--- config.mk ---
export PLATFORM = sky130hd
export DESIGN_NAME = odo_mac
export DESIGN_NICKNAME = d
export VERILOG_FILES = /design/src/rtl/core/odo_pkg.sv /design/src/rtl/core/odo_mac.sv
export SDC_FILE = /design/constraint.sdc
export NUM_CORES = 2
export LEC_CHECK = 0
export BUFFER_PORTS_ARGS = -buffer_cell sky130_fd_sc_hd__buf_2
export CELL_PAD_IN_SITES_DETAIL_PLACEMENT = 1
export CELL_PAD_IN_SITES_GLOBAL_PLACEMENT = 2
export CORE_ASPECT_RATIO = 1.5
export CORE_MARGIN = 10
export CORE_UTILIZATION = 40
export CTS_BUF_LIST = sky130_fd_sc_hd__clkbuf_4 sky130_fd_sc_hd__clkbuf_8
export CTS_CLUSTER_DIAMETER = 150
export DETAILED_ROUTE_END_ITERATION = 7
export PLACE_DENSITY = 0.81
export SLEW_MARGIN = 40
export SYNTH_ARGS = -nofsm -noshare
export SYNTH_HDL_FRONTEND = slang
export SYNTH_SLANG_ARGS = --single-unit
--- constraint.sdc ---
create_clock -name clk -period 13.9 [get_ports clk]
set_input_delay 0.695 -clock clk [delete_from_list [all_inputs] [get_ports clk]]
set_output_delay 0.695 -clock clk [all_outputs]
set_load 0.02 [all_outputs]
--- src/rtl/core/odo_pkg.sv ---
// odo_pkg: shared types, constants and helper functions for the odometry block
// no dependencies; used by every module and by the meas and pose interfaces of the block
`timescale 1ns / 1ps
package odo_pkg;

	localparam int CORDIC_STEPS = 24;
	localparam int CORDIC_CNT_W = 6;

	localparam logic [31:0]        GAIN_RESET      = 32'd1921311;
	localparam logic [31:0]        INV_TRACK_RESET = 32'd54120051;
	localparam logic signed [33:0] CORDIC_INV_GAIN = 34'sd652032874;
	localparam logic [41:0]        RAD_US_TO_TURN  = 42'd2935890505101;
	localparam logic [48:0]        DIST_HALF       = 49'd1000000;
	// ceil(2^56 / 15625): divides by 2000000 after a shift by 7, exact below 2^42
	localparam logic [42:0]        DIST_RECIP      = 43'd4611686018428;

	localparam logic [7:0] REG_SPEED_GAIN     = 8'd0;
	localparam logic [7:0] REG_INV_HALF_TRACK = 8'd1;

	localparam logic [1:0] SH_0  = 2'd0;
	localparam logic [1:0] SH_32 = 2'd1;
	localparam logic [1:0] SH_64 = 2'd2;

	typedef struct packed {
		logic signed [15:0] left_count;
		logic signed [15:0] right_count;
		logic [15:0]        step_us;
	} odo_in_t;

	typedef struct packed {
		logic signed [31:0] left_speed;
		logic signed [31:0] right_speed;
		logic signed [31:0] pos_x;
		logic signed [31:0] pos_y;
		logic [31:0]        heading;
	} odo_out_t;

	typedef struct packed {
		logic       en;
		logic       load;
		logic       bias_on;
		logic [6:0] bias_bit;
		logic [1:0] sh;
	} mac_ctl_t;

	function automatic logic [29:0] turn_atan(input logic [4:0] i);
		logic [29:0] v;
		case (i)
			5'd0: v = 30'd536870912;
			5'd1: v = 30'd316933406;
			5'd2: v = 30'd167458907;
			5'd3: v = 30'd85004756;
			5'd4: v = 30'd42667331;
			5'd5: v = 30'd21354465;
			5'd6: v = 30'd10679838;
			5'd7: v = 30'd5340245;
			5'd8: v = 30'd2670163;
			5'd9: v = 30'd1335087;
			5'd10: v = 30'd667544;
			5'd11: v = 30'd333772;
			5'd12: v = 30'd166886;
			5'd13: v = 30'd83443;
			5'd14: v = 30'd41722;
			5'd15: v = 30'd20861;
			5'd16: v = 30'd10430;
			5'd17: v = 30'd5215;
			5'd18: v = 30'd2608;
			5'd19: v = 30'd1304;
			5'd20: v = 30'd652;
			5'd21: v = 30'd326;
			5'd22: v = 30'd163;
			5'd23: v = 30'd81;
			5'd24: v = 30'd41;
			5'd25: v = 30'd20;
			5'd26: v = 30'd10;
			5'd27: v = 30'd5;
			5'd28: v = 30'd3;
			5'd29: v = 30'd1;
			5'd30: v = 30'd1;
			default: v = 30'd0;
		endcase
		return v;
	endfunction

	// signed 32-bit saturation of a sign and magnitude pair
	function automatic logic [31:0] sat_s32(input logic [63:0] q, input logic neg);
		logic [31:0] v;
		if (!neg) begin
			v = (q > 64'h7FFF_FFFF) ? 32'h7FFF_FFFF : q[31:0];
		end else begin
			v = (q > 64'h8000_0000) ? 32'h8000_0000 : (~q[31:0] + 32'd1);
		end
		return v;
	endfunction

endpackage

--- src/rtl/core/odo_mac.sv ---
// odo_mac: shared 33x32 multiplier with a 96-bit shifting accumulator
// depends on odo_pkg
`timescale 1ns / 1ps
module odo_mac (
	input  logic              clk,
	input  logic [32:0]       a,
	input  logic [31:0]       b,
	input  odo_pkg::mac_ctl_t ctl,
	output logic [95:0]       acc
);
	import odo_pkg::*;

	logic [64:0] prod;
	logic [95:0] prod_w;
	logic [95:0] prod_sh;
	logic [95:0] bias;
	logic [95:0] base;
	logic [95:0] acc_q;

	assign prod   = {32'd0, a} * {33'd0, b};
	assign prod_w = {31'd0, prod};

	always_comb begin
		case (ctl.sh)
			SH_0:    prod_sh = prod_w;
			SH_32:   prod_sh = prod_w << 32;
			SH_64:   prod_sh = prod_w << 64;
			default: prod_sh = '0;
		endcase
	end

	assign bias = ctl.bias_on ? (96'd1 << ctl.bias_bit) : '0;
	assign base = ctl.load ? bias : acc_q;

	always_ff @(posedge clk) begin
		if (ctl.en) begin
			acc_q <= base + prod_sh;
		end
	end

	assign acc = acc_q;
endmodule

# Word level (Yosys, flattened, before mapping)

Index checks and enable logic that the tools add are counted.

Word-level logic and storage cells: 10
Input bits: 78
Flip-flop bits (word level): 96

$mul: 1
$add $sub $neg: 1
Reductions and logical operators: 1
Eq/ne operators: 2
Shift-type cells: 1
Mux-type cells: 3

Operator list:

| cell                                                | number |
|---|---|
| case mux 96 bit (3 select lines)                    | 1 |
| 2-to-1 mux 96 bit                                   | 2 |
| adder 96 bit                                        | 1 |
| << shifter 1 x 7 -> 96 bit, first input constant    | 1 |
| multiplier 33 x 32 -> 65 bit                        | 1 |
| equality test 2 x 1 -> 1 bit, second input constant | 1 |
| equality test 2 bit, second input constant          | 1 |
| logical NOT 2 bit                                   | 1 |

# Logic depth before layout (Yosys ltp)

Depth in word-level cells: 4
Mapped depth: 40
Gate-level depth less buffers: 38

# Worst setup path after synthesis

Ideal clock, no wire load.

Path kind: input -> register
Start point: input b[17]
End point: register acc_q[95], in the netlist acc[95] (data pin)
Required time: 13.638 ns
Slack: 3.716 ns
Library setup time: 0.262 ns
Buffers on the path: 2
Stages on the path: 37
Data arrival time: 9.923 ns
Cell sequence: clkbuf_1 > and2_1 > fa_1 > inv_1 > fa_1 > inv_1 > fa_1 > inv_1 > fa_1 > inv_1 > fa_1 > fa_1 > fa_1 > fa_1 > ha_1 > a21oi_1 > o21a_1 > o21ai_0 > a211o_1 > o311ai_4 > a31oi_4 > a2111oi_4 > nor2_2 > or3_1 > o311a_1 > ha_1 > clkbuf_1 > nand4_1 > nor4_1 > nand3_1 > or3_1 > a211oi_1 > nor4_1 > nor3_2 > a41oi_1 > xnor2_1 > xnor2_1

Cells in the longest elaborated chain, start to end: 3

RTL lines:

| item                             | RTL line      | text |
|---|---|---|
| from (decl)                      | odo_mac.sv:7  | `input logic [31:0] b,` |
| multiplier 33 x 32 -> 65 bit     | odo_mac.sv:20 | `assign prod = {32'd0, a} * {33'd0, b};` |
| case mux 96 bit (3 select lines) | odo_mac.sv:24 | `case (ctl.sh)` |
| adder 96 bit                     | odo_mac.sv:37 | `acc_q <= base + prod_sh;` |
| to (signal assigned)             | odo_mac.sv:37 |  |
| to (decl)                        | odo_mac.sv:18 | `logic [95:0] acc_q;` |

Every way passes these cells.
A chain may end at the register's enable or synchronous reset.

# Worst setup path after layout

Start point: input a[18]
End point: register acc_q[95], in the netlist acc[95] (data pin)

Cells in the longest elaborated chain, start to end: 3

RTL lines:

| item                             | RTL line      | text |
|---|---|---|
| from (decl)                      | odo_mac.sv:6  | `input logic [32:0] a,` |
| multiplier 33 x 32 -> 65 bit     | odo_mac.sv:20 |  |
| case mux 96 bit (3 select lines) | odo_mac.sv:24 |  |
| adder 96 bit                     | odo_mac.sv:37 |  |

Every way passes these cells.

==> impl_metrics.py <==
metrics = {
    "worst_setup_path": {
        "critPathMostFrequentCell": "sky130_fd_sc_hd__fa_1",
        "critical_path_peak_fanout": 32,
        "setup.worst_path.end_class": "flop",
        "kind_of_cell_adding_the_most_delay_to_the_critical_path": "adder cells",
        "reg2reg_slack_ps": 9350,
        "cp_slowest_cell": "sky130_fd_sc_hd__a211oi_1",
        "path_depth": 34,
        "critical_path.n_buffers_inverters": 3,
        "worst_ep_arrival_time_ps": 12540,
        "max_stage_delay_ps": 620,
        "r2r_end": "acc[95]",
        "depth_of_the_worst_register_to_register_path": 13,
        "timing.critical_path.required_ps": 14110,
        "crit_type": "input port to flop",
        "worstSetupStartpointType": "input port",
        "r2r_start": "acc[57]",
    },
    "grt": {
        "vias_in_the_first_global_route": 41800,
        "global_route_wire_length_before_repair_mm": 256.4,
        "grt_use_total_pct": 26.52,
        "antenna_found_initial": 9,
        "globalRouteOverflowTotal": 0,
        "grt_max_degree": 57,
    },
    "sta": {
        "report.final.slew_viol_count": 0,
        "rsz0062_at_grt": "false",
        "slew_headroom_pct": 34.65,
        "fin_crit_ps": 12330,
        "setup-violations-final": 0,
        "timing.final.crit_share_pct": 88.71,
        "max_slew.worst_pin.slew_ps": 973.2,
        "maximum_clock_frequency_mhz": 81.10,
        "final_hold_viols": 0,
        "setup_tns_ps": 0,
        "clock_skew_ps": 23.49,
    },
    "drt": {
        "routedWlPerCell_um": 24.96,
        "drc": 0,
        "post_drt_via_cell_ratio": 5.511,
        "initialDrtViolationCount": 1841,
        "drt_first_pass_iters": 7,
        "wirelength_mm": 165.6,
        "dr_total_vias": 36580,
        "detail-route-antenna-nets": 0,
    },
    "synthesis": {
        "post_synth_most_frequent_cells": "sky130_fd_sc_hd__inv_1 (1053), sky130_fd_sc_hd__fa_1 (927), sky130_fd_sc_hd__nand2_1 (731), sky130_fd_sc_hd__and2_1 (494), sky130_fd_sc_hd__ha_1 (359)",
        "syn-num-nets": 6624,
        "yosys.area.top_type_share_pct": 41.13,
        "warnings_synthesis": 0,
        "synth.largest_area_cell": "sky130_fd_sc_hd__fa_1",
        "synth_area_um2": 45120,
        "ys_types": 87,
        "synth_register_bits": 96,
        "yosysSeqAreaShare_pct": 6.389,
        "synth_most_common_cell": "sky130_fd_sc_hd__inv_1",
        "synth_ff_type": "sky130_fd_sc_hd__edfxtp_1",
        "netlist_top_cells_area": "sky130_fd_sc_hd__fa_1 (41%), sky130_fd_sc_hd__ha_1 (10%), sky130_fd_sc_hd__inv_1 (8.8%)",
        "synthCells": 5260,
        "synth_enable_flop_cells": 96,
        "post_synth.cell_area_avg_um2": 8.578,
        "synthArstFlopShare_pct": 0,
    },
    "clock_tree": {
        "clk_pin_slew_worst_paths_ps": 120,
        "cts.repair_timing.setup_buffer_count": 0,
        "worst_skew_pair.late_latency_ps": 460,
        "cts_tree": "built",
        "post_cts_hold_buffer_count": 0,
        "cts-buffers-inserted": 9,
        "htreeDepth": 3,
        "post_cts_resized": 0,
        "longest_clk_path_bufs": 2,
        "cts.root.buffer_cell": "sky130_fd_sc_hd__clkbuf_8",
        "cts_sinks": 96,
    },
    "cells_and_area": {
        "final_core_occ_pct": 42.39,
        "drive_gt1_share_pct": 5.456,
        "largest_reg_flops": 96,
        "total_nets_final": 6546,
        "syn2layout_area_growth_pct": 4.902,
    },
    "floorplanning": {
        "num_rows": 150,
        "initial_utilization_pct": 40.41,
        "core_um2": 111700,
        "die_height_um": 431.4,
        "dieWidth_um": 294.2,
        "ios": 174,
        "die_outline_area_um2": 126900,
    },
    "min_path": {
        "worst_hold_path_type": "input port to flop",
        "hold-path-endpoint": "acc[81]",
        "startpoint_of_the_tightest_hold_check_path": "ctl[11]",
        "whs_path_depth": 1,
    },
    "placement": {
        "portBuffers": 173,
        "globalplace.congestion": 0.9578,
        "dp.final_hpwl_mm": 137.2,
    },
    "job": {
        "maxcap_violations": 0,
    },
    "outcome": {
        "run_status": "finished clean",
    },
}
## per-stage QoR
stage | area, um2 | worst slack (ps) | hold WS [ps] | cells
after detailed placement | 46970 | 1190 | 824.2 | 6611
after global routing | 47320 | 1137 | 797.9 | 6632
after global placement | 46900 | 911.0 | 807.4 | 6610
after CTS | 47190 | 1643 | 763.9 | 6627
after floorplan | 45120 | 3716 | 807.5 | 5260
final | 47330 | 1569 | 782.5 | 6637
## how the worst max path moves through the flow
stage | end | startpoint | slack (ps)
2_1_floorplan | acc[95] | b[17] | 3720
3_3_place_gp | acc[95] | a[18] | 910
3_5_place_dp | acc[95] | a[12] | 1190
4_1_cts | acc[95] | a[18] | 1640
5_1_grt | acc[95] | a[15] | 1140
6_report | acc[95] | a[18] | 1570
## kinds of logic after synthesis
family          Yosys count  synth area share (%)
simple gates           1627                 17.49
buf+inv                1356                 11.34
fa+ha+maj              1286                 51.08
compound gates          731                 10.45
xor+xnor                149                 2.892
flops                    96                 6.389
mux                      15                0.3577
## per-layer routing
| layer | part of all wire, % | vias to the layer above | GRT usage (%) |
|---|---|---|---|
| li1 | - | 16120 | - |
| met1 | 39 | 19320 | 30.86 |
| met2 | 52 | 859 | 48.32 |
| met3 | 4.2 | 267 | 2.993 |
| met4 | 5.0 | 8 | 11.86 |
| met5 | 0.034 | - | 0 |
## area by class of cell
| class | count | area [um2] |
|---|---|---|
| Fill cell | 13280 | 64340 |
| Multi-Input combinational cell | 3808 | 37190 |
| Inverter | 1054 | 3956 |
| Sequential cell | 96 | 2883 |
| Tap cell | 1444 | 1807 |
| Timing Repair Buffer | 213 | 1262 |
| Clock buffer | 10 | 131.4 |
| Clock inverter | 6 | 90.09 |
| Antenna cell | 6 | 15.01 |
## cells in the final DEF, fill, tap and decap left out, types with 59 or more instances in the layout
cell type / instances
sky130_fd_sc_hd__nor2_1: 166
sky130_fd_sc_hd__and2_1: 494
sky130_fd_sc_hd__ha_1: 359
sky130_fd_sc_hd__fa_1: 927
sky130_fd_sc_hd__nand4_1: 59
sky130_fd_sc_hd__o21ai_0: 88
sky130_fd_sc_hd__xnor2_1: 86
sky130_fd_sc_hd__nand2_1: 728
sky130_fd_sc_hd__edfxtp_1: 96
sky130_fd_sc_hd__a21oi_1: 206
sky130_fd_sc_hd__inv_1: 1053
sky130_fd_sc_hd__buf_2: 168
sky130_fd_sc_hd__o22ai_1: 126
sky130_fd_sc_hd__a21o_1: 69
Power is left out: the tool's default activity adds up to more than one toggle a clock period on the data nets, which glitch-free logic cannot reach.
