==> src/rtl/core/odo_pkg.sv <==
// odo_pkg: shared types, constants and helper functions for the odometry block
// no dependencies; used by every module and by the meas and pose interfaces of the block
`timescale 1ns / 1ps
package odo_pkg;

	localparam int CORDIC_STEPS = 24;
	localparam int CORDIC_CNT_W = 6;

	localparam logic [31:0]        GAIN_RESET      = 32'd1921311;
	localparam logic [31:0]        INV_TRACK_RESET = 32'd54120051;
	localparam logic signed [33:0] CORDIC_INV_GAIN = 34'sd652032874;
	localparam logic [41:0]        RAD_US_TO_TURN  = 42'd2935890505101;
	localparam logic [48:0]        DIST_HALF       = 49'd1000000;
	// ceil(2^56 / 15625): divides by 2000000 after a shift by 7, exact below 2^42
	localparam logic [42:0]        DIST_RECIP      = 43'd4611686018428;

	localparam logic [7:0] REG_SPEED_GAIN     = 8'd0;
	localparam logic [7:0] REG_INV_HALF_TRACK = 8'd1;

	localparam logic [1:0] SH_0  = 2'd0;
	localparam logic [1:0] SH_32 = 2'd1;
	localparam logic [1:0] SH_64 = 2'd2;

	typedef struct packed {
		logic signed [15:0] left_count;
		logic signed [15:0] right_count;
		logic [15:0]        step_us;
	} odo_in_t;

	typedef struct packed {
		logic signed [31:0] left_speed;
		logic signed [31:0] right_speed;
		logic signed [31:0] pos_x;
		logic signed [31:0] pos_y;
		logic [31:0]        heading;
	} odo_out_t;

	typedef struct packed {
		logic       en;
		logic       load;
		logic       bias_on;
		logic [6:0] bias_bit;
		logic [1:0] sh;
	} mac_ctl_t;

	function automatic logic [29:0] turn_atan(input logic [4:0] i);
		logic [29:0] v;
		case (i)
			5'd0: v = 30'd536870912;
			5'd1: v = 30'd316933406;
			5'd2: v = 30'd167458907;
			5'd3: v = 30'd85004756;
			5'd4: v = 30'd42667331;
			5'd5: v = 30'd21354465;
			5'd6: v = 30'd10679838;
			5'd7: v = 30'd5340245;
			5'd8: v = 30'd2670163;
			5'd9: v = 30'd1335087;
			5'd10: v = 30'd667544;
			5'd11: v = 30'd333772;
			5'd12: v = 30'd166886;
			5'd13: v = 30'd83443;
			5'd14: v = 30'd41722;
			5'd15: v = 30'd20861;
			5'd16: v = 30'd10430;
			5'd17: v = 30'd5215;
			5'd18: v = 30'd2608;
			5'd19: v = 30'd1304;
			5'd20: v = 30'd652;
			5'd21: v = 30'd326;
			5'd22: v = 30'd163;
			5'd23: v = 30'd81;
			5'd24: v = 30'd41;
			5'd25: v = 30'd20;
			5'd26: v = 30'd10;
			5'd27: v = 30'd5;
			5'd28: v = 30'd3;
			5'd29: v = 30'd1;
			5'd30: v = 30'd1;
			default: v = 30'd0;
		endcase
		return v;
	endfunction

	// signed 32-bit saturation of a sign and magnitude pair
	function automatic logic [31:0] sat_s32(input logic [63:0] q, input logic neg);
		logic [31:0] v;
		if (!neg) begin
			v = (q > 64'h7FFF_FFFF) ? 32'h7FFF_FFFF : q[31:0];
		end else begin
			v = (q > 64'h8000_0000) ? 32'h8000_0000 : (~q[31:0] + 32'd1);
		end
		return v;
	endfunction

endpackage

==> src/rtl/core/odo_cordic.sv <==
// odo_cordic: rotation-mode cordic, one micro-rotation per cycle, gives cos and sin
// depends on odo_pkg
`timescale 1ns / 1ps
module odo_cordic (
	input  logic               clk,
	input  logic               arst_n,
	input  logic               start,
	input  logic [31:0]        angle,
	output logic               done,
	output logic signed [33:0] cos_v,
	output logic signed [33:0] sin_v
);
	import odo_pkg::*;

	logic signed [33:0]      x_q, y_q, cos_q, sin_q;
	logic signed [32:0]      z_q;
	logic [1:0]              quad_q;
	logic [CORDIC_CNT_W-1:0] cnt_q;
	logic                    run_q, done_q;
	logic [31:0]             r;
	logic signed [33:0]      dx, dy;
	logic signed [32:0]      at;

	assign r  = angle + 32'h2000_0000;
	assign dx = y_q >>> cnt_q[4:0];
	assign dy = x_q >>> cnt_q[4:0];
	assign at = $signed({3'b000, turn_atan(cnt_q[4:0])});

	always_ff @(posedge clk or negedge arst_n) begin
		if (!arst_n) begin
			run_q  <= 1'b0;
			done_q <= 1'b0;
			cnt_q  <= '0;
		end else if (start) begin
			run_q  <= 1'b1;
			done_q <= 1'b0;
			cnt_q  <= '0;
		end else if (run_q) begin
			if (cnt_q == CORDIC_CNT_W'(CORDIC_STEPS)) begin
				run_q  <= 1'b0;
				done_q <= 1'b1;
			end else begin
				cnt_q <= cnt_q + 1'b1;
			end
		end
	end

	always_ff @(posedge clk) begin
		if (start) begin
			quad_q <= r[31:30];
			z_q    <= $signed({3'b000, r[29:0]}) - 33'sd536870912;
			x_q    <= CORDIC_INV_GAIN;
			y_q    <= '0;
		end else if (run_q) begin
			if (cnt_q == CORDIC_CNT_W'(CORDIC_STEPS)) begin
				// fold the quadrant back in
				case (quad_q)
					2'd0: begin
						cos_q <= x_q;
						sin_q <= y_q;
					end
					2'd1: begin
						cos_q <= -y_q;
						sin_q <= x_q;
					end
					2'd2: begin
						cos_q <= -x_q;
						sin_q <= -y_q;
					end
					default: begin
						cos_q <= y_q;
						sin_q <= -x_q;
					end
				endcase
			end else if (!z_q[32]) begin
				x_q <= x_q - dx;
				y_q <= y_q + dy;
				z_q <= z_q - at;
			end else begin
				x_q <= x_q + dx;
				y_q <= y_q - dy;
				z_q <= z_q + at;
			end
		end
	end

	assign done  = done_q;
	assign cos_v = cos_q;
	assign sin_v = sin_q;
endmodule

==> config.mk <==
export PLATFORM = sky130hd
export DESIGN_NAME = odo_cordic
export DESIGN_NICKNAME = d
export VERILOG_FILES = /design/src/rtl/core/odo_pkg.sv /design/src/rtl/core/odo_cordic.sv
export SDC_FILE = /design/constraint.sdc
export NUM_CORES = 1
export LEC_CHECK = 0
export BUFFER_PORTS_ARGS = -buffer_cell sky130_fd_sc_hd__buf_2
export CORE_MARGIN = 1
export CORE_UTILIZATION = 40
export CTS_CLUSTER_SIZE = 10
export DETAILED_ROUTE_END_ITERATION = 6
export SETUP_SLACK_MARGIN = 0.3
export SYNTH_ARGS = -nofsm -noshare
export SYNTH_HDL_FRONTEND = slang
export SYNTH_SLANG_ARGS = --single-unit
==> constraint.sdc <==
create_clock -name clk -period 15.7 [get_ports clk]
set_input_delay 0.785 -clock clk [delete_from_list [all_inputs] [get_ports clk]]
set_output_delay 0.785 -clock clk [all_outputs]
set_load 0.02 [all_outputs]
* Yosys cells after proc, flatten, opt, wreduce, memory -nomap -nowiden
Memories as Yosys holds them, arrays and structs flattened.
Index checks and enable logic that the tools add are counted.
** Storage, ports and cells
- Flip-flop bits (word level) :: 179
- Bits in latches :: 0
- Memory bits (writable) :: 0
- Bits in read-only memories :: 960
- Output and inout port bits :: 69
- Word-level logic and storage cells :: 53
- Memories kept :: 1
** Operators by class
- Add/sub/neg operators :: 11
- Multiply operators :: 0
- Divide/modulo/power cells :: 0
- Magnitude comparators :: 0
- Equality and inequality tests :: 4
- Shift operators :: 2
- Multiplexer cells :: 17
- Bitwise operators :: 2
- Reduce and logical (&&, ||, !) cells :: 7
** Memories
- (no name shown) :: words 32, width 30, rd ports 1, clocked after memory_dff 0, write ports 0, RTL line odo_pkg.sv:48 : case (i)
** Operator list (number)
- 34-bit case mux with 3 select lines :: 2
- 33-bit 2-to-1 mux :: 4
- 34-bit adder :: 2
- 34-bit 2-to-1 mux :: 2
- 34-bit negator :: 2
- 34-bit by 5-bit >>> shifter with 34-bit output :: 2
- 34-bit subtractor :: 2
- 33-bit by 31-bit adder with 33-bit output :: 1
- 33-bit by 31-bit subtractor with 33-bit output :: 1
- 32-bit by 30-bit adder with 32-bit output, second input constant :: 1
- 30-bit by 30-bit subtractor with 31-bit output, second input constant :: 1
- 6-bit 2-to-1 mux :: 3
- 6-bit by 1-bit adder with 6-bit output, second input constant :: 1
- 6-bit by 5-bit == test with 1-bit output, second input constant :: 1
- 1-bit 2-to-1 mux :: 6
- 2-bit AND reduction :: 3
- 2-bit nonzero test :: 2
- 3-bit AND reduction :: 1
- 2-bit by 1-bit == test with 1-bit output, second input constant :: 1
- 2-bit == test, second input constant :: 1
- 2-bit zero test :: 1
- 2-bit inequality test, second input constant :: 1
- 1-bit inverter :: 2

* Depth between registers and ports, before layout
An unclocked memory read counts as a cell.
- Depth after elaboration :: 6
- Depth in mapped cells :: 29
- Mapped depth without buffers :: 24

* Worst setup path before layout
No wires, ideal clock.
- Path type :: register to register
- Start point :: register cnt_q[0]
- End point :: register cos_q[0], in the netlist cos_v[0] (enable)
- Library setup time :: 594 ps
- Arrival :: 7558 ps
- Slack :: 7548 ps
- Cell stages (with the launch flop) :: 11
- Cell sequence :: dfrtp_1 -> buf_4 -> inv_1 -> buf_2 -> buf_2 -> buf_2 -> ha_1 -> clkbuf_1 -> nand2_1 -> or4_1 -> nor3b_1
** Between the ends
- Longest elaborated chain between the ends :: 2
** RTL lines
- from (decl) :: RTL line odo_cordic.sv:18 : logic [CORDIC_CNT_W-1:0] cnt_q;
- from (signal assigned) :: RTL line odo_cordic.sv:43 : cnt_q <= cnt_q + 1'b1;
- 6-bit by 5-bit == test with 1-bit output :: RTL line odo_cordic.sv:55 : if (cnt_q == CORDIC_CNT_W'(CORDIC_STEPS)) begin
- 3-bit AND reduction (no line)
- to (signal assigned) :: RTL line odo_cordic.sv:59 : cos_q <= x_q;
- to (signal assigned) :: RTL line odo_cordic.sv:63 : cos_q <= -y_q;
- to (signal assigned) :: RTL line odo_cordic.sv:67 : cos_q <= -x_q;
- to (decl) :: RTL line odo_cordic.sv:15 : logic signed [33:0] x_q, y_q, cos_q, sin_q;
Every way passes these cells.
A chain may end at the register's enable or synchronous reset.

* Worst setup path in the final report
- Start point :: register cnt_q[1]
- End point :: register x_q[33]
** Between the ends
- Longest elaborated chain between the ends :: 3
- Elaborated cells between the ends (all ways) :: 7
** RTL lines
- 34-bit by 5-bit >>> shifter with 34-bit output / 6-bit by 5-bit == test with 1-bit output (equally long branches) :: RTL line odo_cordic.sv:25, odo_cordic.sv:55
- 34-bit subtractor, or another cell as far along :: RTL line odo_cordic.sv:76 : x_q <= x_q - dx;
- 34-bit 2-to-1 mux / 2-bit AND reduction (equally long branches)
- to (signal assigned) :: RTL line odo_cordic.sv:76
- to (signal assigned) :: RTL line odo_cordic.sv:80 : x_q <= x_q + dx;
- to (decl) :: RTL line odo_cordic.sv:15
Parallel ways exist; a longest one is shown, timed or not.

==> results.json <==
{
  "ioPinCount": 104,
  "port_buffers": 103,
  "synth_adder_area_share_pct": 6.74,
  "dieArea_sq_um": 54700,
  "period_share_pct": 50.6,
  "synth-seq-cells": 179,
  "ys_seq_area_share_pct": 21.6,
  "fin_skew_ns": 0.0173,
  "holdBufCountCts": 0,
  "wl_met1_mm": 34.3,
  "min_period_ns": 7.95,
  "finalSetupTns_ns": 0,
  "drc": 14,
  "dr_wl_met3_mm": 7.27,
  "power_leakage_uw": 0.00879,
  "final-max-slew-violation-count": 0,
  "n_antenna_cell": 0,
  "crit_slowest_cell": "buf_4",
  "syn-instance-count": 2559,
  "yosys.area_share.xor_xnor_pct": 10.6,
  "rows": 84,
  "end_kind": "register",
  "avgViaCountPerCell": 6.35,
  "power.total_uw": 5850,
  "crit_fanout": 73,
  "yosysWarnings": 0,
  "cpLargestDelayFamily": "compound AO/OA/AOI/OAI gates",
  "dp_hpwl_mm": 58.6,
  "clock_path_buffers": 2,
  "grt.total_usage_pct": 28.5,
  "place_area_sq_um": 22300,
  "finalNetCount": 2662,
  "clk_latency_ns": 0.50,
  "grt_overflow": 0,
  "cp.arrival_ns": 8.34,
  "drtIter0Drc": 2196,
  "layout_common_cells": "nand2_1 (294), a21oi_1 (222), nor2_1 (220)",
  "wl_per_cell_microns": 24.4,
  "postCtsSetupBuffers": 0,
  "synthToLayoutAreaGrowth_pct": 6.35,
  "antenna_left": 0,
  "crit_type": "register to register",
  "met2_length_mm": 33.7,
  "worst_pin_slew_ns": 1.04,
  "async_flop_share_pct": 4.47,
  "start_util_pct": 40.7,
  "synthMuxAreaShare_pct": 15.9,
  "chipWidth_microns": 234,
  "grt_antenna_before_repair": 5,
  "start_kind": "register",
  "place.gp.congestion": 1.02,
  "synth_top_family_by_area": "compound AO/OA/AOI/OAI gates",
  "drv_cap": 0,
  "drive_gt1_share_pct": 14.2,
  "slowest_delay_ns": 0.83,
  "cts_tree": "done",
  "first_global_vias": 19056,
  "syn-num-nets": 2708,
  "fin_area_sq_um": 22900,
  "synth_flop_cell": "edfxtp_1",
  "synth_edf_count": 103,
  "status": "complete, but fails checks",
  "totalWireLength_mm": 78.6,
  "synthSimpleGateAreaFrac_pct": 17.5,
  "ctsHtreeMaxLevel": 4,
  "avgSynthCellArea_sq_um": 8.40,
  "layout_commonest_cell": "nand2_1",
  "cts_sinks": 179,
  "report.final.setup_viol": 0,
  "synth.distinct_cells": 99,
  "die_h_microns": 234,
  "vdd_drop_max_mv": 0.0968,
  "hold_slack_ns": 0.110,
  "grt_max_degree": 90,
  "clk_pin_slew_ns": 0.08,
  "critical_path_buf_inv_count": 2,
  "highest_layer": "met4",
  "path_cells": "buf_4 > buf_4 > mux4_2 > mux2_2 > o22ai_1 > o211ai_1 > or4_1 > nor4_2 > a31oi_1 > xnor2_1 > ha_1 > a21oi_1 > o21bai_1 > a211o_1 > a31o_2 > a221oi_1 > a21oi_1 > a41oi_1 > nand2_1 > mux2i_1 > mux2_1",
  "rsz0062_at_grt": "no",
  "hold_viol": 0,
  "grt_pass1_wl_mm": 117,
  "hold_path_class": "input port to async pin",
  "cts.repair.resized": 0,
  "synth_compound_area_share_pct": 22.1,
  "cts_root_buf": "clkbuf_16",
  "dr_total_vias": 20401,
  "synth_area_sq_um": 21500,
  "relSlewSlack_pct": 30.2,
  "worstPathRequired_ns": 16.10,
  "cts-buffers-inserted": 17,
  "p_per_area_nw_per_um2": 256,
  "max_freq_ghz": 0.126,
  "core_area_sq_um": 52900,
  "dr.pass1.iters": 7,
  "failed_checks": "design-rule violations"
}
-- where the power goes --
| group | internal, uW | switching, uW |
|---|---|---|
| clock network | 241 | 223 |
| logic | 1930 | 2440 |
| registers | 683 | 337 |
| total | 2860 | 2990 |
-- registers in the layout (all words and copies together), names as in the netlist --
signal / flops
cos_v: 34
sin_v: 34
x_q: 34
y_q: 34
z_q: 33
cnt_q: 6
quad_q: 2
done: 1
run_q: 1
-- synth_stat cells, types with 11 or more instances --
library cell | instances | area (sq um)
xor2_1 | 102 | 893
inv_1 | 41 | 154
and3_1 | 17 | 106
edfxtp_1 | 103 | 3090
buf_2 | 40 | 200
nor4_1 | 14 | 87.6
dfxtp_1 | 68 | 1360
o31ai_1 | 20 | 150
nand2b_1 | 33 | 206
nor2_1 | 221 | 830
ha_1 | 111 | 1390
a22o_1 | 13 | 114
nor3_1 | 44 | 220
a31oi_1 | 40 | 250
a21oi_1 | 222 | 1110
or4_1 | 12 | 90.1
nand3_1 | 32 | 160
buf_1 | 17 | 63.8
a211oi_1 | 23 | 173
mux2_2 | 31 | 349
mux4_2 | 94 | 2120
o21ai_0 | 143 | 716
a21o_1 | 58 | 435
nor3b_1 | 11 | 82.6
a221oi_1 | 12 | 105
nand2_1 | 295 | 1110
and2_1 | 21 | 131
nor2b_1 | 28 | 175
xnor2_1 | 158 | 1380
o211ai_1 | 31 | 233
clkbuf_1 | 135 | 507
mux2i_1 | 70 | 701
o21bai_1 | 15 | 113
o21a_1 | 27 | 203
a211o_1 | 12 | 105
o22ai_1 | 27 | 169
or3_1 | 21 | 131
-- stage by stage --
stage | utilization [%] | std cells | setup slack, ns
finish | 43.3 | 3214 | 7.75
global route | 43.3 | 3214 | 7.33
CTS | 43.3 | 3214 | 7.81
detailed placement | 42.1 | 3182 | 7.86
global placement | 42.1 | 3182 | 7.91
floorplan | - | 2559 | 7.55
-- metal layers --
layer	global-route usage, %	up-vias
met1	39.2	9890
li1	-	9368
met2	42.7	965
met5	0	-
met4	12.4	0
met3	6.14	178
-- area by class of cell --
class | instances | area [sq um]
multi-input cells | 2121 | 15700
repair buffers | 149 | 863
clock buffers | 17 | 425
clock inverters | 15 | 184
fillers | 5196 | 30000
well taps | 688 | 861
inverters | 45 | 169
flip-flops and latches | 179 | 4670
-- cells by family (layout without fill, tap and decap cells) --
group,after synthesis,in the layout
compound gates,741,741
xor+xnor,260,260
fa+ha+maj,114,114
buf+inv,259,226
flops,179,179
mux,206,206
simple gates,800,800
-- path summary, 6_finish.rpt --
check	startpoint	end	slack (ns)	cells after the start
worst max-delay path	cnt_q[1]	x_q[33]	7.75	21
worst min register to register	done	done	0.53	1
worst min-delay path	arst_n	cnt_q[0]	0.11	1
worst max register to register	cnt_q[1]	x_q[33]	7.75	21
max in group asynchronous	arst_n	cnt_q[1]	15.40	1
min in group clk	done	done	0.53	1
No activity file was read; power rests on OpenSTA's default activity.
