### src/rtl/core/odo_pkg.sv
// odo_pkg: shared types, constants and helper functions for the odometry block
// no dependencies; used by every module and by the meas and pose interfaces of the block
`timescale 1ns / 1ps
package odo_pkg;

	localparam int CORDIC_STEPS = 24;
	localparam int CORDIC_CNT_W = 6;

	localparam logic [31:0]        GAIN_RESET      = 32'd1921311;
	localparam logic [31:0]        INV_TRACK_RESET = 32'd54120051;
	localparam logic signed [33:0] CORDIC_INV_GAIN = 34'sd652032874;
	localparam logic [41:0]        RAD_US_TO_TURN  = 42'd2935890505101;
	localparam logic [48:0]        DIST_HALF       = 49'd1000000;
	// ceil(2^56 / 15625): divides by 2000000 after a shift by 7, exact below 2^42
	localparam logic [42:0]        DIST_RECIP      = 43'd4611686018428;

	localparam logic [7:0] REG_SPEED_GAIN     = 8'd0;
	localparam logic [7:0] REG_INV_HALF_TRACK = 8'd1;

	localparam logic [1:0] SH_0  = 2'd0;
	localparam logic [1:0] SH_32 = 2'd1;
	localparam logic [1:0] SH_64 = 2'd2;

	typedef struct packed {
		logic signed [15:0] left_count;
		logic signed [15:0] right_count;
		logic [15:0]        step_us;
	} odo_in_t;

	typedef struct packed {
		logic signed [31:0] left_speed;
		logic signed [31:0] right_speed;
		logic signed [31:0] pos_x;
		logic signed [31:0] pos_y;
		logic [31:0]        heading;
	} odo_out_t;

	typedef struct packed {
		logic       en;
		logic       load;
		logic       bias_on;
		logic [6:0] bias_bit;
		logic [1:0] sh;
	} mac_ctl_t;

	function automatic logic [29:0] turn_atan(input logic [4:0] i);
		logic [29:0] v;
		case (i)
			5'd0: v = 30'd536870912;
			5'd1: v = 30'd316933406;
			5'd2: v = 30'd167458907;
			5'd3: v = 30'd85004756;
			5'd4: v = 30'd42667331;
			5'd5: v = 30'd21354465;
			5'd6: v = 30'd10679838;
			5'd7: v = 30'd5340245;
			5'd8: v = 30'd2670163;
			5'd9: v = 30'd1335087;
			5'd10: v = 30'd667544;
			5'd11: v = 30'd333772;
			5'd12: v = 30'd166886;
			5'd13: v = 30'd83443;
			5'd14: v = 30'd41722;
			5'd15: v = 30'd20861;
			5'd16: v = 30'd10430;
			5'd17: v = 30'd5215;
			5'd18: v = 30'd2608;
			5'd19: v = 30'd1304;
			5'd20: v = 30'd652;
			5'd21: v = 30'd326;
			5'd22: v = 30'd163;
			5'd23: v = 30'd81;
			5'd24: v = 30'd41;
			5'd25: v = 30'd20;
			5'd26: v = 30'd10;
			5'd27: v = 30'd5;
			5'd28: v = 30'd3;
			5'd29: v = 30'd1;
			5'd30: v = 30'd1;
			default: v = 30'd0;
		endcase
		return v;
	endfunction

	// signed 32-bit saturation of a sign and magnitude pair
	function automatic logic [31:0] sat_s32(input logic [63:0] q, input logic neg);
		logic [31:0] v;
		if (!neg) begin
			v = (q > 64'h7FFF_FFFF) ? 32'h7FFF_FFFF : q[31:0];
		end else begin
			v = (q > 64'h8000_0000) ? 32'h8000_0000 : (~q[31:0] + 32'd1);
		end
		return v;
	endfunction

endpackage

### src/rtl/core/odo_div.sv
// odo_div: distance division by the fixed divisor through a reciprocal product
// formed on the shared multiplier; depends on odo_pkg
`timescale 1ns / 1ps
module odo_div (
	input  logic        clk,
	input  logic        load,
	input  logic [48:0] num,
	input  logic        capture,
	input  logic [95:0] prod,
	output logic [31:0] nd_lo,
	output logic [9:0]  nd_hi,
	output logic [29:0] quo
);
	import odo_pkg::*;

	logic [48:0] num_r;
	logic [41:0] nd_q;
	logic [29:0] quo_q;

	// rounding bias, then the power-of-two part of the divisor
	assign num_r = num + DIST_HALF;

	always_ff @(posedge clk) begin
		if (load) begin
			nd_q <= num_r[48:7];
		end
		if (capture) begin
			quo_q <= prod[85:56];
		end
	end

	assign nd_lo = nd_q[31:0];
	assign nd_hi = nd_q[41:32];
	assign quo   = quo_q;
endmodule

### config.mk
export PLATFORM = sky130hd
export DESIGN_NAME = odo_div
export DESIGN_NICKNAME = d
export VERILOG_FILES = /design/src/rtl/core/odo_pkg.sv /design/src/rtl/core/odo_div.sv
export SDC_FILE = /design/constraint.sdc
export NUM_CORES = 1
export LEC_CHECK = 0
export BUFFER_PORTS_ARGS = -buffer_cell sky130_fd_sc_hd__buf_4
export CAP_MARGIN = 25
export CORE_ASPECT_RATIO = 0.7
export CORE_MARGIN = 2
export CORE_UTILIZATION = 30
export CTS_CLUSTER_SIZE = 30
export DETAILED_ROUTE_END_ITERATION = 6
export PLACE_DENSITY = 0.66
export SLEW_MARGIN = 30
export SYNTH_ARGS = -nofsm -noshare
export SYNTH_HDL_FRONTEND = slang
export SYNTH_SLANG_ARGS = --single-unit
### constraint.sdc
create_clock -name clk -period 2.4 [get_ports clk]
set_input_delay 0.24 -clock clk [delete_from_list [all_inputs] [get_ports clk]]
set_output_delay 0.24 -clock clk [all_outputs]
set_load 0.005 [all_outputs]
After elaboration in Yosys (flattened, before gate mapping):

Index checks and enable logic that the tools add are counted.

* add/subtract/negate cells: 1

Operator list (count)
* adder 49 x 20 -> 49 bit (second input constant): 1

* bits in registers: 72
* input port bits: 148
* output and inout bits: 72
* logic and storage cells: 3

Depth between registers and ports, before layout:

Gate-level depths: netlist of the first run.

* depth in word-level cells: 1
* depth in mapped cells: 6
* gate-level depth less buffers: 6

Least setup slack after synthesis of the first run:

OpenSTA, ideal clock, no wires.

* path type: in2reg
* start point: in num[6]
* end point: reg nd_q[37] (data pin)
* library setup time: 0.258 ns
* arrival: 1.479 ns
* required time: 2.142 ns
* setup slack: 0.663 ns
* stages on the path: 6
* buffers on the path: 0
* cells stage by stage: ha_1 -> a211oi_1 -> o31a_1 -> nor4b_4 -> nand3_1 -> xnor2_1

* word-level cells in the longest chain between the ends: 1

RTL lines
* from (decl): RTL line odo_div.sv:7 `input logic [48:0] num,`
* adder 49 x 20 -> 49 bit: RTL line odo_div.sv:21 `assign num_r = num + DIST_HALF;`
* net num_r[44]: RTL line odo_div.sv:16 `logic [48:0] num_r;`
* to (signal assigned): RTL line odo_div.sv:25 `nd_q <= num_r[48:7];`
* to (decl): RTL line odo_div.sv:17 `logic [41:0] nd_q;`

The timed path passes the listed nets, and every way through them passes these cells.
A chain may end at the register's enable or synchronous reset.

Worst setup path after layout of the first run:

* start point: in num[18]
* end point: reg nd_q[33] (data pin)

The elaborated chain is that of the path after synthesis.

==> impl_metrics.yaml, run 1 <==
yosys:
  synth_edf_count: 72
  ys_ff_latch: 72
  yosys.area.top_type: "edfxtp_1"
  synth_top_area_share: 0.7215
  synthesis.area_um2: 2997
  synth_cells: 198
  synth_area_leaders: "edfxtp_1 72%, xnor2_1 8.5%, xor2_1 3.2%"
  synth.distinct_cells: 31
  syn_area_per_cell_um2: 15.13
  synth_compound_gate_area_share: 0.02213
  synth_ff_type: "edfxtp_1"
  synth_commonest_cells: "72 x edfxtp_1, 29 x xnor2_1, 17 x nand3_1"
  synth_nets: 347
  synthMuxAreaShare: 0
  synth-adder-area-share: 0.004175
  yosys_warnings: 0
  synth.most_common_cell: "edfxtp_1"
  synth_top_family_by_area: "simple AND/OR/NAND/NOR gates"
  synth_xor_xnor_area_share: 0.1169
  synthSimpleGateAreaFrac: 0.1278
  ys_async_sr_fraction: 0
  synth_seq_area_share: 0.7215
global_routing:
  grt_pass1_wl_um: 10780
  overflow: 0
  gr-usage-all-layers: 0.1346
  antenna_found_initial: 0
  first_global_vias: 2093
  grt_start_max_net_pins: 43
clocking:
  clkSlewWorstSetupHoldPaths_ps: 60
  cts_num_sinks: 72
  cts.htree.levels: 3
  postCtsHoldBufs: 0
  cts_tree: "done"
  cts_made_buffers: 9
  clockBufferDepth: 2
  post_cts_buffers: 0
  root_buffer: "clkbuf_16"
  cts_repair_resize_count: 0
timing:
  worst_slew_pin_slew_ps: 645.4
  min_period_ps: 1847
  grt_setup_unrepaired: "false"
  slew_headroom: 0.5697
  setup-tns-final_ps: 0
  timing.final.max_slew_violations: 0
  fin_crit_sh: 0.7695
  finalHoldViolCount: 0
  max_freq_mhz: 541.5
  final-setup-viol-count: 0
setup_path:
  slowest_stage: "nor4_1"
  path_max_fanout: 7
  startpoint_type: "primary input"
  crit_arrival_ps: 1920
  max_stage_delay_ps: 550
  crit_chain: "buf_4 -> nor4_1 -> o31a_1 -> nor2b_1 -> nand4_1 -> xnor2_1"
  cp-end-kind: "flop"
  path_class: "primary input to flop"
  crit_required_ps: 2470
  cp_top_family: "simple AND/OR/NAND/NOR gates"
  worst-path-buf-inv: 1
pwr:
  sw_frac_of_total: 0.2050
  worst_ir_drop_vdd_uv: 313.0
  power.density_nw_per_um2: 729.2
  switching_power_uw: 685.5
  p_clk_frac: 0.421
  pwr-share-comb: 0.119
  finalPower_uw: 3344
  leakage_uw: 0.001845
  p_int_uw: 2658
  seq_power_share: 0.460
layout:
  antennaDiodeCount: 0
  fin_cells: 488
  area_growth_syn_to_layout_pct: 53.03
  drive_gt1_frac: 0.4750
  final_nets: 504
  fillCellCount: 890
placed_design:
  gp_routability_congestion: 0.9118
  dpl.hpwl_um: 5664
  dp.cells: 472
  port_buffers: 147
detailed_routing:
  drtIter0Drc: 99
  drt-vias-per-instance: 4.533
  vias: 2212
  drtPass1Iterations: 4
  wirelength_um: 7318
  wl_per_cell_um: 15.00
  drtAntennaViolNets: 0
  drc: 0
floorplan:
  start_util: 0.3082
  num_rows: 30
  dieHeight_um: 87.62
  die_area_um2: 10820
  boundaryPins: 220
  die_w_um: 123.5
  core_area_um2: 9722
run:
  max_cap_violations: 0
run_status:
  status: "finished, final reports clean"
worst_hold_path:
  hp-class: "primary input to flop"
==> cells in the final DEF, fill, tap and decap left out <==
cell / netlist / final
edfxtp_1: 72 / 72
a211oi_1: 1 / 1
nor4_1: 2 / 2
ha_1: 1 / 1
a31o_2: 1 / 1
clkbuf_1: 2 / 1
a31oi_1: 1 / 1
xor2_1: 11 / 11
inv_1: 4 / 4
a41oi_1: 1 / 1
clkinv_4: 0 / 1
nand3_1: 17 / 17
buf_4: 0 / 148
o21a_1: 1 / 1
xnor2_1: 29 / 29
clkinvlp_4: 0 / 2
and4_1: 1 / 1
nand4_1: 8 / 8
nor2b_1: 1 / 1
o31a_1: 1 / 1
nor4b_4: 1 / 1
nor2_1: 11 / 11
or4_4: 1 / 1
inv_6: 0 / 1
bufinv_16: 0 / 2
and3_1: 1 / 1
o41ai_1: 1 / 1
nor3_1: 7 / 7
a21oi_1: 1 / 1
clkbuf_16: 0 / 9
nor3b_2: 1 / 1
o21ai_2: 0 / 1
nand2_1: 15 / 15
nand4_2: 1 / 1
or2_4: 1 / 1
or2_2: 1 / 1
and2_1: 1 / 1
==> metal layers <==
| layer | global-route usage | vias up | wire (um) | part of all wire |
|---|---|---|---|---|
| li1 | - | 1050 | - | - |
| met1 | 0.1718 | 1028 | 3139 | 0.43 |
| met2 | 0.2078 | 125 | 3271 | 0.45 |
| met3 | 0.05794 | 9 | 814 | 0.11 |
| met4 | 0.04339 | 0 | 93 | 0.013 |
| met5 | 0 | - | 0 | 0 |
==> flip-flops by register name, summed over array words and instances, names as in the netlist <==
| register | cells |
|---|---|
| nd_q | 42 |
| quo | 30 |
==> metrics by stage <==
stage                     worst slack, ps    util  cell area [um^2]  hold slack, ps
after global placement              207.3  0.4382              4260           418.7
final                               553.3  0.4717              4586           89.56
after detailed placement            206.2  0.4386              4264           419.7
after global routing                401.7  0.4717              4586           65.75
after floorplan                     663.1       -              2997           338.9
after CTS                           541.1  0.4717              4586           71.51
==> worst paths after layout <==
check,from,end,slack [ps],cells past startpoint
worst max-delay path,num[18],nd_q[33],550,6
worst min-delay path,prod[82],quo[26],90,1
==> power by group through the flow <==
stage / clock network (uW) / logic (uW) / registers [uW]
2_1_floorplan: 0 / 68.0 / 1580
3_3_place_gp: 0 / 398 / 1560
3_5_place_dp: 0 / 405 / 1570
4_1_cts: 1450 / 406 / 1540
5_1_grt: 1500 / 437 / 1550
6_report: 1410 / 398 / 1540
==> kinds of logic (layout without fill, tap and decap cells) <==
| group | count (synthesis) | after routing |
|---|---|---|
| flip-flops | 72 | 72 |
| AO/OA/AOI/OAI | 9 | 9 |
| AND/OR/NAND/NOR | 70 | 70 |
| XOR/XNOR | 40 | 40 |
| buffers and inverters | 6 | 168 |
| adder cells (fa/ha/maj) | 1 | 1 |
==> layout make-up <==
class,count,area [um^2],area share
Clock buffer,10,229.0,0.04993
Clock inverter,6,92.59,0.02019
Inverter,4,15.01,0.003274
Multi-Input combinational cell,120,815.8,0.1779
Sequential cell,72,2162,0.4715
Tap cell,128,160.2,0.03493
Timing Repair Buffer,148,1111,0.2423
No activity file was read; power rests on OpenSTA's default activity.
==> run 2, diff against run 1 <==
--- a/config.mk
+++ b/config.mk
@@ -5,6 +5,7 @@
 export SDC_FILE = /design/constraint.sdc
 export NUM_CORES = 1
 export LEC_CHECK = 0
+export ABC_AREA = 1
 export BUFFER_PORTS_ARGS = -buffer_cell sky130_fd_sc_hd__buf_4
 export CAP_MARGIN = 25
 export CORE_ASPECT_RATIO = 0.7
@@ -12,7 +13,7 @@
 export CORE_UTILIZATION = 30
 export CTS_CLUSTER_SIZE = 30
 export DETAILED_ROUTE_END_ITERATION = 6
-export PLACE_DENSITY = 0.66
+export PLACE_DENSITY = 0.62
 export SLEW_MARGIN = 30
 export SYNTH_ARGS = -nofsm -noshare
 export SYNTH_HDL_FRONTEND = slang
==> constraint.sdc (replaced) <==
create_clock -name clk -period 1.8 [get_ports clk]
set_input_delay 0.18 -clock clk [delete_from_list [all_inputs] [get_ports clk]]
set_output_delay 0.18 -clock clk [all_outputs]
set_load 0.005 [all_outputs]
==> run 2 against run 1 <==
Against the previous run:
- worst hold slack worse by 65 ps
- sequential share of layout area fell by 7.2 points
- first-iteration DRC count grew 120%
- synthesized cell count is 98% higher
- final area increased by 18%
- flip-flop and latch count is the same
- critical endpoint is now nd_q[27]
==> impl_metrics.yaml, run 2 <==
yosys:
  synth_edf_count: 72
  yosys.area.top_type: "edfxtp_1"
  synth_ff_type: "edfxtp_1"
  ys_ff_latch: 72
  synth_top_area_share: 0.5697
  synth_seq_area_share: 0.5697
  synth_nets: 542
  syn_area_per_cell_um2: 9.656
  synth.most_common_cell: "nand2_1"
  synth_area_leaders: "edfxtp_1 57%, nand2_1 12%, nor2_1 4.2%"
  yosys_warnings: 0
  synth_commonest_cells: "125 x nand2_1, 72 x edfxtp_1, 42 x nor2_1"
  synthesis.area_um2: 3795
  ys_async_sr_fraction: 0
  synth.distinct_cells: 28
  synth_cells: 393
detailed_routing:
  drtIter0Drc: 214
  drtAntennaViolNets: 0
  drt-vias-per-instance: 4.484
  drc: 0
  wl_per_cell_um: 15.14
  drtPass1Iterations: 4
  wirelength_um: 10860
  vias: 3215
layout:
  area_growth_syn_to_layout_pct: 42.60
  mostFrequentLayoutCells: "147 x buf_4, 125 x nand2_1, 72 x edfxtp_1"
  multi_input_area_um2: 1458
  fin_cells: 717
  regMostFlops: "nd_q"
  seq_area_um2: 2162
  antennaDiodeCount: 0
  fillCellCount: 1209
  final_nets: 699
  final_common_cell: "buf_4"
  drive_gt1_frac: 0.3532
  largest_register_ffs: 42
global_routing:
  gr-usage-all-layers: 0.1616
  first_global_vias: 3171
  antenna_found_initial: 0
  grt_pass1_wl_um: 16960
  overflow: 0
  met2_usage: 0.2445
  busiest_layer: "met2"
  grt_start_max_net_pins: 43
  grt_use_met1: 0.2245
  use_met3: 0.05493
setup_path:
  crit_required_ps: 1890
  crit_arrival_ps: 1360
  path_class: "primary input to flop"
  startpoint_type: "primary input"
  path_max_fanout: 12
  cp-end-kind: "flop"
timing:
  timing.final.max_slew_violations: 0
  max_freq_mhz: 786.4
  slew_headroom: 0.6228
  grt_setup_unrepaired: "false"
  final-setup-viol-count: 0
  min_period_ps: 1272
  fin_crit_sh: 0.7064
  setup-tns-final_ps: 0
  worst_slew_pin_slew_ps: 565.8
  finalHoldViolCount: 0
worst_hold_path:
  hp-class: "primary input to flop"
clocking:
  cts_repair_resize_count: 0
  clockBufferDepth: 2
  cts.htree.levels: 3
  root_buffer: "clkbuf_16"
  post_cts_buffers: 0
  clkSlewWorstSetupHoldPaths_ps: 60
  cts_made_buffers: 9
  cts_tree: "done"
  postCtsHoldBufs: 0
  cts_num_sinks: 72
floorplan:
  boundaryPins: 220
  die_area_um2: 13580
  num_rows: 34
  dieHeight_um: 98.10
  core_area_um2: 12380
  die_w_um: 138.4
  start_util: 0.3065
run_status:
  status: "finished, final reports clean"
placed_design:
  dp.cells: 701
  gp_routability_congestion: 0.8793
  port_buffers: 147
  dpl.hpwl_um: 8804
pwr:
  worst_ir_drop_vdd_uv: 422.1
  leakage_uw: 0.002399
  power.density_nw_per_um2: 856.9
run:
  max_cap_violations: 0
-- run 2: path summary, 6_finish.rpt --
kind  startpoint  endpoint  slack [ps]  cells after the start
min     prod[61]    quo[5]          20                      1
max       num[6]  nd_q[27]         530                      9
-- run 2: cell families after synthesis --
logic type                 count (synthesis)  synth area share
AOI/OAI and AO/OA                          7           0.01286
and+or+nand+nor                          247            0.3172
adders and majority gates                  1          0.003297
DFF                                       72            0.5697
buffers and inverters                     44           0.04616
xor gates and xnor gates                  22           0.05077
-- run 2: critical path: stages --
cell,delay [ps]
buf_4,120
ha_1,210
nand2_1,100
nand2_1,150
nand3_4,160
nand2_4,130
nand2_2,130
nor2_2,50
xor2_1,130
-- run 2: through the flow --
step	hold slack, ps	cell area [um^2]	power [uW]	setup slack [ps]	utilization
global placement	358.8	5090	2736	142.9	0.4112
floorplan	278.9	3795	2268	459.7	-
detailed placement	359.7	5090	2743	150.0	0.4112
global route	7.375	5411	4837	371.1	0.4371
CTS	11.79	5411	4703	506.9	0.4371
finish	24.60	5411	4637	528.4	0.4371
-- run 2: power by group --
part | switching, uW | internal, uW | leakage [uW]
Clock | 715 | 1220 | 0.000149
Combinational | 320 | 328 | 0.00155
Sequential | 41.5 | 2010 | 0.000705
Total | 1080 | 3560 | 0.00240
-- run 2: routing by layer --
| layer | vias to the layer above | wire length [um] |
|---|---|---|
| li1 | 1616 | - |
| met5 | - | 0 |
| met2 | 134 | 4549 |
| met3 | 8 | 975 |
| met1 | 1457 | 5250 |
| met4 | 0 | 83 |
-- run 2: layout make-up --
type,instances,share of cell area
sequential,72,0.3995
multi-input combinational,277,0.2694
timing repair buffer,147,0.2039
clock buffer,10,0.04231
tap,162,0.03746
inverter,43,0.03029
clock inverter,6,0.01711
